===== config.mk =====
export PLATFORM = sky130hd
export DESIGN_NAME = positional_list_engine
export DESIGN_NICKNAME = d
export VERILOG_FILES = /design/src/rtl/core/ple_pkg.sv /design/src/rtl/core/ple_dp.sv /design/src/rtl/core/ple_ctrl.sv /design/src/rtl/core/positional_list_engine.sv
export SDC_FILE = /design/constraint.sdc
export NUM_CORES = 2
export LEC_CHECK = 0
export BUFFER_PORTS_ARGS = -buffer_cell sky130_fd_sc_hd__buf_4
export CORE_UTILIZATION = 65
export CTS_CLUSTER_SIZE = 28
export DETAILED_ROUTE_END_ITERATION = 16
export PLACE_DENSITY = 0.82
export RECOVER_POWER = 100
export SYNTH_ARGS = -nofsm -noshare
export SYNTH_HDL_FRONTEND = slang
export SYNTH_SLANG_ARGS = --single-unit

===== constraint.sdc =====
create_clock -name i_clk -period 9.4 [get_ports i_clk]
set_input_delay 0.47 -clock i_clk [delete_from_list [all_inputs] [get_ports i_clk]]
set_output_delay 0.47 -clock i_clk [all_outputs]
set_load 0.01 [all_outputs]

===== src/rtl/core/ple_pkg.sv =====
// shared types and constants for the positional list engine
package ple_pkg;
    localparam int DEPTH      = 64;
    localparam int DATA_WIDTH = 32;
    localparam int ADDR_W     = $clog2(DEPTH);
    localparam int LEN_W      = $clog2(DEPTH + 1);

    typedef enum logic [2:0] {
        CMD_INSERT = 3'd0,
        CMD_ERASE  = 3'd1,
        CMD_FIND   = 3'd2,
        CMD_READ   = 3'd3,
        CMD_WRITE  = 3'd4
    } t_cmd;

    typedef enum logic [1:0] {
        ST_DONE  = 2'd0,
        ST_FULL  = 2'd1,
        ST_RANGE = 2'd2
    } t_status;

    typedef enum logic [3:0] {
        OP_NONE,
        OP_LOAD,
        OP_RES,
        OP_INS_RD,
        OP_INS_WR,
        OP_INS_PUT,
        OP_ERA_RD,
        OP_ERA_WR,
        OP_ERA_END,
        OP_FND_RD,
        OP_FND_CMP,
        OP_RD,
        OP_RD_RES,
        OP_WR
    } t_op;

    typedef enum logic [3:0] {
        S_IDLE,
        S_DISP,
        S_INS_CHK,
        S_INS_RD,
        S_INS_WR,
        S_INS_PUT,
        S_ERA_CHK,
        S_ERA_RD,
        S_ERA_WR,
        S_FND_CHK,
        S_FND_CMP,
        S_RD_WAIT,
        S_OUT
    } t_state;

    typedef struct packed {
        t_op     op;
        t_status status;
    } t_dp_ctl;

    typedef struct packed {
        logic [2:0] cmd;
        logic       full;
        logic       pos_ok;
        logic       ins_more;
        logic       era_more;
        logic       fnd_more;
        logic       hit;
    } t_dp_sts;
endpackage


===== src/rtl/core/ple_dp.sv =====
// datapath: entry memory, length, scan index and result registers
module ple_dp import ple_pkg::*; (
    input  logic                  i_clk,
    input  logic                  i_rst_n,
    input  t_dp_ctl               i_ctl,
    input  logic [2:0]            i_command,
    input  logic [LEN_W-1:0]      i_position,
    input  logic [LEN_W-1:0]      i_count,
    input  logic [DATA_WIDTH-1:0] i_value,
    output t_dp_sts               o_sts,
    output logic [1:0]            o_status,
    output logic                  o_found,
    output logic [ADDR_W-1:0]     o_found_index,
    output logic [DATA_WIDTH-1:0] o_read_value,
    output logic [LEN_W-1:0]      o_length
);
    logic [DATA_WIDTH-1:0] r_mem [DEPTH];
    logic [DATA_WIDTH-1:0] r_rdata;
    logic [2:0]            r_cmd;
    logic [LEN_W-1:0]      r_pos, n_pos;
    logic [LEN_W-1:0]      r_cnt, n_cnt;
    logic [LEN_W-1:0]      r_idx, n_idx;
    logic [DATA_WIDTH-1:0] r_val;
    logic [LEN_W-1:0]      r_len;
    logic [1:0]            r_status;
    logic                  r_found;
    logic [ADDR_W-1:0]     r_found_index;
    logic [DATA_WIDTH-1:0] r_read_value;
    logic [LEN_W:0]        era_src;
    logic [LEN_W-1:0]      tail;
    logic                  we;
    logic [ADDR_W-1:0]     waddr;
    logic [DATA_WIDTH-1:0] wdata;
    logic                  re;
    logic [LEN_W-1:0]      raddr;

    assign era_src = {1'b0, r_idx} + {1'b0, r_cnt};
    assign tail    = r_len - i_position;

    always_comb begin
        n_pos = i_position;
        n_cnt = i_count;
        n_idx = '0;
        unique case (i_command)
            CMD_INSERT: begin
                if (i_position > r_len) begin
                    n_pos = r_len;
                end
                n_idx = r_len;
            end
            CMD_ERASE: begin
                if (i_position < r_len && i_count > tail) begin
                    n_cnt = tail;
                end
                n_idx = i_position;
            end
            default: n_idx = '0;
        endcase
    end

    always_comb begin
        we    = 1'b0;
        waddr = r_idx[ADDR_W-1:0];
        wdata = r_rdata;
        re    = 1'b0;
        raddr = r_idx;
        unique case (i_ctl.op)
            OP_INS_WR, OP_ERA_WR: we = 1'b1;
            OP_INS_PUT, OP_WR: begin
                we    = 1'b1;
                waddr = r_pos[ADDR_W-1:0];
                wdata = r_val;
            end
            OP_INS_RD: begin
                re    = 1'b1;
                raddr = r_idx - LEN_W'(1);
            end
            OP_ERA_RD: begin
                re    = 1'b1;
                raddr = era_src[LEN_W-1:0];
            end
            OP_FND_RD: re = 1'b1;
            OP_RD: begin
                re    = 1'b1;
                raddr = r_pos;
            end
            default: we = 1'b0;
        endcase
    end

    always_ff @(posedge i_clk) begin
        if (we) begin
            r_mem[waddr] <= wdata;
        end
        if (re) begin
            r_rdata <= r_mem[raddr[ADDR_W-1:0]];
        end
        if (i_ctl.op == OP_LOAD) begin
            r_cmd <= i_command;
            r_pos <= n_pos;
            r_cnt <= n_cnt;
            r_val <= i_value;
        end
    end

    always_ff @(posedge i_clk) begin
        if (!i_rst_n) begin
            r_len         <= '0;
            r_idx         <= '0;
            r_status      <= ST_DONE;
            r_found       <= 1'b0;
            r_found_index <= '0;
            r_read_value  <= '0;
        end else begin
            unique case (i_ctl.op)
                OP_LOAD: begin
                    r_idx         <= n_idx;
                    r_status      <= ST_DONE;
                    r_found       <= 1'b0;
                    r_found_index <= '0;
                    r_read_value  <= '0;
                end
                OP_RES:     r_status <= i_ctl.status;
                OP_INS_WR:  r_idx <= r_idx - LEN_W'(1);
                OP_ERA_WR:  r_idx <= r_idx + LEN_W'(1);
                OP_INS_PUT: r_len <= r_len + LEN_W'(1);
                OP_ERA_END: r_len <= r_len - r_cnt;
                OP_FND_CMP: begin
                    if (o_sts.hit) begin
                        r_found       <= 1'b1;
                        r_found_index <= r_idx[ADDR_W-1:0];
                    end
                    r_idx <= r_idx + LEN_W'(1);
                end
                OP_RD_RES:  r_read_value <= r_rdata;
                default:    r_idx <= r_idx;
            endcase
        end
    end

    assign o_sts.cmd      = r_cmd;
    assign o_sts.full     = (r_len == LEN_W'(DEPTH));
    assign o_sts.pos_ok   = (r_pos < r_len);
    assign o_sts.ins_more = (r_idx > r_pos);
    assign o_sts.era_more = (era_src < {1'b0, r_len});
    assign o_sts.fnd_more = (r_idx < r_len);
    assign o_sts.hit      = (r_rdata == r_val);

    assign o_status      = r_status;
    assign o_found       = r_found;
    assign o_found_index = r_found_index;
    assign o_read_value  = r_read_value;
    assign o_length      = r_len;
endmodule


===== src/rtl/core/ple_ctrl.sv =====
// controller state machine sequencing each command
module ple_ctrl import ple_pkg::*; (
    input  logic    i_clk,
    input  logic    i_rst_n,
    input  logic    i_in_valid,
    input  logic    i_out_ready,
    input  t_dp_sts i_sts,
    output logic    o_in_ready,
    output logic    o_out_valid,
    output t_dp_ctl o_ctl
);
    t_state r_state, n_state;

    always_ff @(posedge i_clk) begin
        if (!i_rst_n) begin
            r_state <= S_IDLE;
        end else begin
            r_state <= n_state;
        end
    end

    always_comb begin
        n_state = r_state;
        unique case (r_state)
            S_IDLE: if (i_in_valid) n_state = S_DISP;
            S_DISP: begin
                unique case (i_sts.cmd)
                    CMD_INSERT: n_state = i_sts.full ? S_OUT : S_INS_CHK;
                    CMD_ERASE:  n_state = i_sts.pos_ok ? S_ERA_CHK : S_OUT;
                    CMD_FIND:   n_state = S_FND_CHK;
                    CMD_READ:   n_state = i_sts.pos_ok ? S_RD_WAIT : S_OUT;
                    default:    n_state = S_OUT;
                endcase
            end
            S_INS_CHK: n_state = i_sts.ins_more ? S_INS_RD : S_INS_PUT;
            S_INS_RD:  n_state = S_INS_WR;
            S_INS_WR:  n_state = S_INS_CHK;
            S_INS_PUT: n_state = S_OUT;
            S_ERA_CHK: n_state = i_sts.era_more ? S_ERA_RD : S_OUT;
            S_ERA_RD:  n_state = S_ERA_WR;
            S_ERA_WR:  n_state = S_ERA_CHK;
            S_FND_CHK: n_state = i_sts.fnd_more ? S_FND_CMP : S_OUT;
            S_FND_CMP: n_state = i_sts.hit ? S_OUT : S_FND_CHK;
            S_RD_WAIT: n_state = S_OUT;
            S_OUT:     if (i_out_ready) n_state = S_IDLE;
            default:   n_state = S_IDLE;
        endcase
    end

    always_comb begin
        o_ctl.op     = OP_NONE;
        o_ctl.status = ST_DONE;
        o_in_ready   = 1'b0;
        o_out_valid  = 1'b0;
        unique case (r_state)
            S_IDLE: begin
                o_in_ready = 1'b1;
                if (i_in_valid) o_ctl.op = OP_LOAD;
            end
            S_DISP: begin
                unique case (i_sts.cmd)
                    CMD_INSERT: begin
                        if (i_sts.full) begin
                            o_ctl.op     = OP_RES;
                            o_ctl.status = ST_FULL;
                        end
                    end
                    CMD_ERASE, CMD_FIND: o_ctl.op = OP_NONE;
                    CMD_READ: begin
                        if (i_sts.pos_ok) begin
                            o_ctl.op = OP_RD;
                        end else begin
                            o_ctl.op     = OP_RES;
                            o_ctl.status = ST_RANGE;
                        end
                    end
                    CMD_WRITE: begin
                        if (i_sts.pos_ok) begin
                            o_ctl.op = OP_WR;
                        end else begin
                            o_ctl.op     = OP_RES;
                            o_ctl.status = ST_RANGE;
                        end
                    end
                    default: begin
                        o_ctl.op     = OP_RES;
                        o_ctl.status = ST_RANGE;
                    end
                endcase
            end
            S_INS_RD:  o_ctl.op = OP_INS_RD;
            S_INS_WR:  o_ctl.op = OP_INS_WR;
            S_INS_PUT: o_ctl.op = OP_INS_PUT;
            S_ERA_CHK: o_ctl.op = i_sts.era_more ? OP_NONE : OP_ERA_END;
            S_ERA_RD:  o_ctl.op = OP_ERA_RD;
            S_ERA_WR:  o_ctl.op = OP_ERA_WR;
            S_FND_CHK: if (i_sts.fnd_more) o_ctl.op = OP_FND_RD;
            S_FND_CMP: o_ctl.op = OP_FND_CMP;
            S_RD_WAIT: o_ctl.op = OP_RD_RES;
            S_OUT:     o_out_valid = 1'b1;
            default:   o_ctl.op = OP_NONE;
        endcase
    end
endmodule


===== src/rtl/core/positional_list_engine.sv =====
// top level of the positional list engine
// insert shifts the entries between position and end up one place, erase moves the
// entries behind the erased run down, find scans from index 0 to a hit or the end;
// one command in flight: a new one is taken only in idle, after the result is delivered
// reset (synchronous, active low) empties the list; entry contents stay undefined
module positional_list_engine import ple_pkg::*; (
    input  logic                  i_clk,
    input  logic                  i_rst_n,
    input  logic                  i_valid,
    output logic                  o_ready,
    input  logic [2:0]            i_command,
    input  logic [LEN_W-1:0]      i_position,
    input  logic [LEN_W-1:0]      i_count,
    input  logic [DATA_WIDTH-1:0] i_value,
    output logic                  o_valid,
    input  logic                  i_ready,
    output logic [1:0]            o_status,
    output logic                  o_found,
    output logic [ADDR_W-1:0]     o_found_index,
    output logic [DATA_WIDTH-1:0] o_read_value,
    output logic [LEN_W-1:0]      o_length
);
    t_dp_ctl ctl;
    t_dp_sts sts;

    ple_ctrl u_ctrl (
        .i_clk       (i_clk),
        .i_rst_n     (i_rst_n),
        .i_in_valid  (i_valid),
        .i_out_ready (i_ready),
        .i_sts       (sts),
        .o_in_ready  (o_ready),
        .o_out_valid (o_valid),
        .o_ctl       (ctl)
    );

    ple_dp u_dp (
        .i_clk         (i_clk),
        .i_rst_n       (i_rst_n),
        .i_ctl         (ctl),
        .i_command     (i_command),
        .i_position    (i_position),
        .i_count       (i_count),
        .i_value       (i_value),
        .o_sts         (sts),
        .o_status      (o_status),
        .o_found       (o_found),
        .o_found_index (o_found_index),
        .o_read_value  (o_read_value),
        .o_length      (o_length)
    );

`ifndef ASSERT_OFF
    a_one_side: assert property (@(posedge i_clk) disable iff (!i_rst_n)
        !(o_valid && o_ready)) else $error("word held and new word taken at once");
    a_len_bound: assert property (@(posedge i_clk) disable iff (!i_rst_n)
        o_length <= LEN_W'(DEPTH)) else $error("length beyond capacity");
    a_back_idle: assert property (@(posedge i_clk) disable iff (!i_rst_n)
        (o_valid && i_ready) |=> o_ready) else $error("not idle after delivery");
    a_found_ok: assert property (@(posedge i_clk) disable iff (!i_rst_n)
        (o_valid && o_found) |-> (o_status == ST_DONE)) else $error("hit with error status");
`endif
endmodule


==> results.yml <==
sta:
  final-hold-violation-count: 0
  slew_headroom_pct: -118.8
  setup_viol: 0
  fmax_ghz: 0.1182
  fin_crit_ns: 8.457
  rsz0062_at_grt: "false"
  worstMarginPinSlew_ns: 3.281
  setup_tns_ns: 0
  period_share_pct: 89.97
  drv_slew: 1461
  skew_ns: 0.04823
  setup_ws_ns: 0.9426
  whs_ns: 0.03353
finish:
  instances_no_fill: 8527
  layout.nets: 6708
  area_growth_pct: 10.68
  num-fill-cells: 8069
  final_layout_size_suffix_gt1_share_pct: 8.614
  multi_input_area_um2: 22140
  finalInstanceArea_um2: 98130
  seqCellArea_um2: 65110
  post-route-util_pct: 72.44
drt:
  wl_per_cell_um: 30.56
  wl_um: 260600
  drcViolationCount: 0
  vias: 59430
  viasPerCell: 6.969
  detail-route-antenna-nets: 0
  drt-initial-drc-count: 10880
  drt_first_pass_iters: 8
yosys:
  syn_area_um2: 88660
  ys_ff_latch: 2188
  yosys.area.top_type_share_pct: 72.11
  async_flop_share_pct: 0
  ys_seq_area_share_pct: 73.44
  synth_nets: 6591
  synth_area_leaders: "edfxtp_1 (72%), nand2_1 (6.5%), nand3_1 (4.0%), mux2i_1 (3.7%), dfxtp_1 (1.3%)"
  yosysUniqueCellTypes: 84
  ys_warn_count: 0
  synth_ff_type: "edfxtp_1"
  avgSynthCellArea_um2: 13.68
  postSynthCellCount: 6481
  synth_edf_count: 2129
  synth_area_leader_cell: "edfxtp_1"
pwr:
  pwr-share-clk_pct: 28.1
  p_total_mw: 28.02
  pwr-share-seq_pct: 42.4
  p_leak_nw: 33.06
  p_comb_share_pct: 29.5
  p_switching_mw: 9.772
  ir_drop_v: 0.0002250
  power_density_nw_per_um2: 285.6
  p_int_mw: 18.25
  switching_share_pct: 34.87
floorplanning:
  die_y_um: 371.3
  fp-row-count: 135
  ioPinCount: 103
  dieArea_um2: 137900
  die_w_um: 371.3
  start_util_pct: 65.44
  core_um2: 135500
clocking:
  cts_tree: "built"
  cts_setup_buffers: 0
  cts.sinks: 2188
  htree_levels: 4
  cts_buffers: 200
  clock-root-buffer: "clkbuf_16"
  clk_pin_slew_ns: 0.06
  clock_latency_ns: 0.87
  cts_buffer_depth: 3
setup_path:
  rrSetupSlack_ns: 0.94
  startpoint: "u_dp.r_idx[2]$_SDFFE_PN0P_"
  cp-start-kind: "register"
  worstSetupPathType: "reg -> reg"
  timing.rr.start: "u_dp.r_idx[2]$_SDFFE_PN0P_"
  worstReg2RegEnd: "u_dp.r_rdata[8]$_DFFE_PP_"
  crit_required_ns: 10.11
  crit_fanout: 104
  reg2reg_depth: 19
  cp-end-kind: "register"
  crit_end: "u_dp.r_rdata[8]$_DFFE_PP_"
  cp.arrival_ns: 9.16
hold_path:
  hp-start: "i_count[3]"
  min_path_type: "in -> reg"
job:
  drv_cap: 39
grt:
  grt_pass1_vias: 57490
  track_usage_pct: 37.56
  grt_pass1_wl_um: 372800
  grt_max_degree: 160
  antenna_found_initial: 4
  grt-ovfl-total: 0
run_status:
  status: "complete, but fails checks"
  violations: "max-capacitance violations, max-slew violations"
placement:
  placed_area_um2: 91950
  place_ws_ns: 1.382
  placed_cells: 8131
  place_congestion: 0.9468
  place_hpwl_um: 139900
  io_buffer_count: 102
-- cell type report --
type,count,area share [%]
clock inverters,96,0.9780
repair buffers,309,2.247
inverters,50,0.1913
diodes,1,0.002550
clock buffers,253,5.397
well taps,1781,2.271
multi-input cells,3849,22.56
flip-flops and latches,2188,66.36
-- per-layer routing --
layer  track usage (%)  vias to the layer above  wire length, µm
met5                 0                        -               21
met4             25.44                        4            20180
met3             9.981                     1087            38220
met2             56.51                     5226           116900
li1                  -                    24490                -
met1             48.25                    28620            85280
-- timing repair --
item | CTS | global route
endpoints found under the hold margin | 52 | 0
gates resized for setup | 0 | 0
hold buffers | 45 | 0
-- sequential cells by signal, indices dropped and copies added, names as in the netlist --
name	flops
u_dp.r_mem	2048
u_dp.o_status	2
u_dp.r_rdata	32
u_ctrl.r_state	4
u_dp.o_found_index	6
u_dp.r_pos	7
u_dp.o_read_value	32
u_dp.r_idx	7
u_dp.r_cnt	7
u_dp.r_cmd	3
u_dp.o_found	1
u_dp.o_length	7
u_dp.r_val	32
-- critical path, cell delays in order (launching register included) --
cell and delay (ns):
dfxtp_1 0.77, ha_1 0.39, a21o_1 0.19, a21oi_1 0.24, o21bai_1 0.09, a21oi_1 0.17
xnor2_1 0.15, ha_1 0.26, o2111a_1 0.15, a221oi_1 0.38, a21boi_0 0.43, o2111ai_1 1.27
a21boi_4 0.81, clkbuf_2 1.01, buf_4 0.99, nand2_1 0.12, nand3_1 0.13, nand3_1 0.11
a21oi_1 0.30, o211a_1 0.24
-- layout by cell type, fill, tap and decap left out, types with 29 or more instances in the layout --
master,instances
o21ai_0,40
buf_4,105
inv_1,48
nand2_1,1544
dlygate4sd3_1,45
clkbuf_16,202
nor2_4,49
a211oi_1,29
and3_1,34
nor4_1,39
mux2i_1,323
dfxtp_1,59
ha_1,54
clkbuf_1,109
clkbuf_4,31
mux2_2,41
a31oi_1,133
nor2_1,114
a21oi_1,169
edfxtp_1,2129
nand4_1,54
a32oi_1,120
xnor2_1,47
clkbuf_2,52
clkinv_1,51
nand3_1,710
-- cells in the mapped netlist (7+ instances only) --
master / n
buf_4: 23
dfxtp_1: 59
xnor2_1: 47
mux2_2: 43
clkbuf_1: 189
a221oi_1: 23
buf_6: 7
a21o_1: 21
mux2i_1: 324
nand2_1: 1545
or3_1: 7
nand4_1: 54
edfxtp_1: 2129
o21ai_0: 40
inv_1: 49
nor2_1: 163
a31oi_1: 141
a21oi_1: 169
o211ai_1: 8
buf_1: 31
a221o_1: 28
nor4_1: 40
buf_2: 143
o22ai_1: 12
o221ai_1: 14
o21a_1: 10
a32oi_1: 120
nor3_1: 20
o31ai_1: 9
a311oi_1: 9
a22oi_1: 24
a211oi_1: 29
and3_1: 34
nand3_1: 710
nor2b_1: 8
nand2b_1: 14
ha_1: 54
a2bb2oi_1: 8
o211a_1: 22
-- power by group through the flow --
stage                     clock network, mW  registers, mW  logic, mW
after floorplan                           0           11.9       5.14
after global placement                    0           12.0       7.71
after detailed placement                  0           12.0       7.91
after CTS                              7.84           11.8       8.04
after global routing                   8.21           11.9       8.60
final                                  7.88           11.9       8.25
-- cell families after synthesis --
logic type | after synthesis | synth area share, %
buf+inv | 444 | 2.243
compound gates | 737 | 5.885
flops | 2188 | 73.44
fa+ha+maj | 57 | 0.8298
mux | 374 | 4.309
xor+xnor | 53 | 0.5236
simple gates | 2628 | 12.77
-- worst min path at each step --
stage,slack (ns),to,cells past startpoint
floorplan,0.48,u_dp.o_found$_SDFFE_PN0P_,2
global placement,0.45,u_dp.o_found$_SDFFE_PN0P_,2
detailed placement,0.46,u_dp.o_found$_SDFFE_PN0P_,2
CTS,0.003,u_dp.r_cnt[1]$_DFFE_PP_,2
global route,0.04,u_dp.r_cnt[3]$_DFFE_PP_,3
finish,0.03,u_dp.r_cnt[3]$_DFFE_PP_,3
Power figures use the tool's default switching activity.
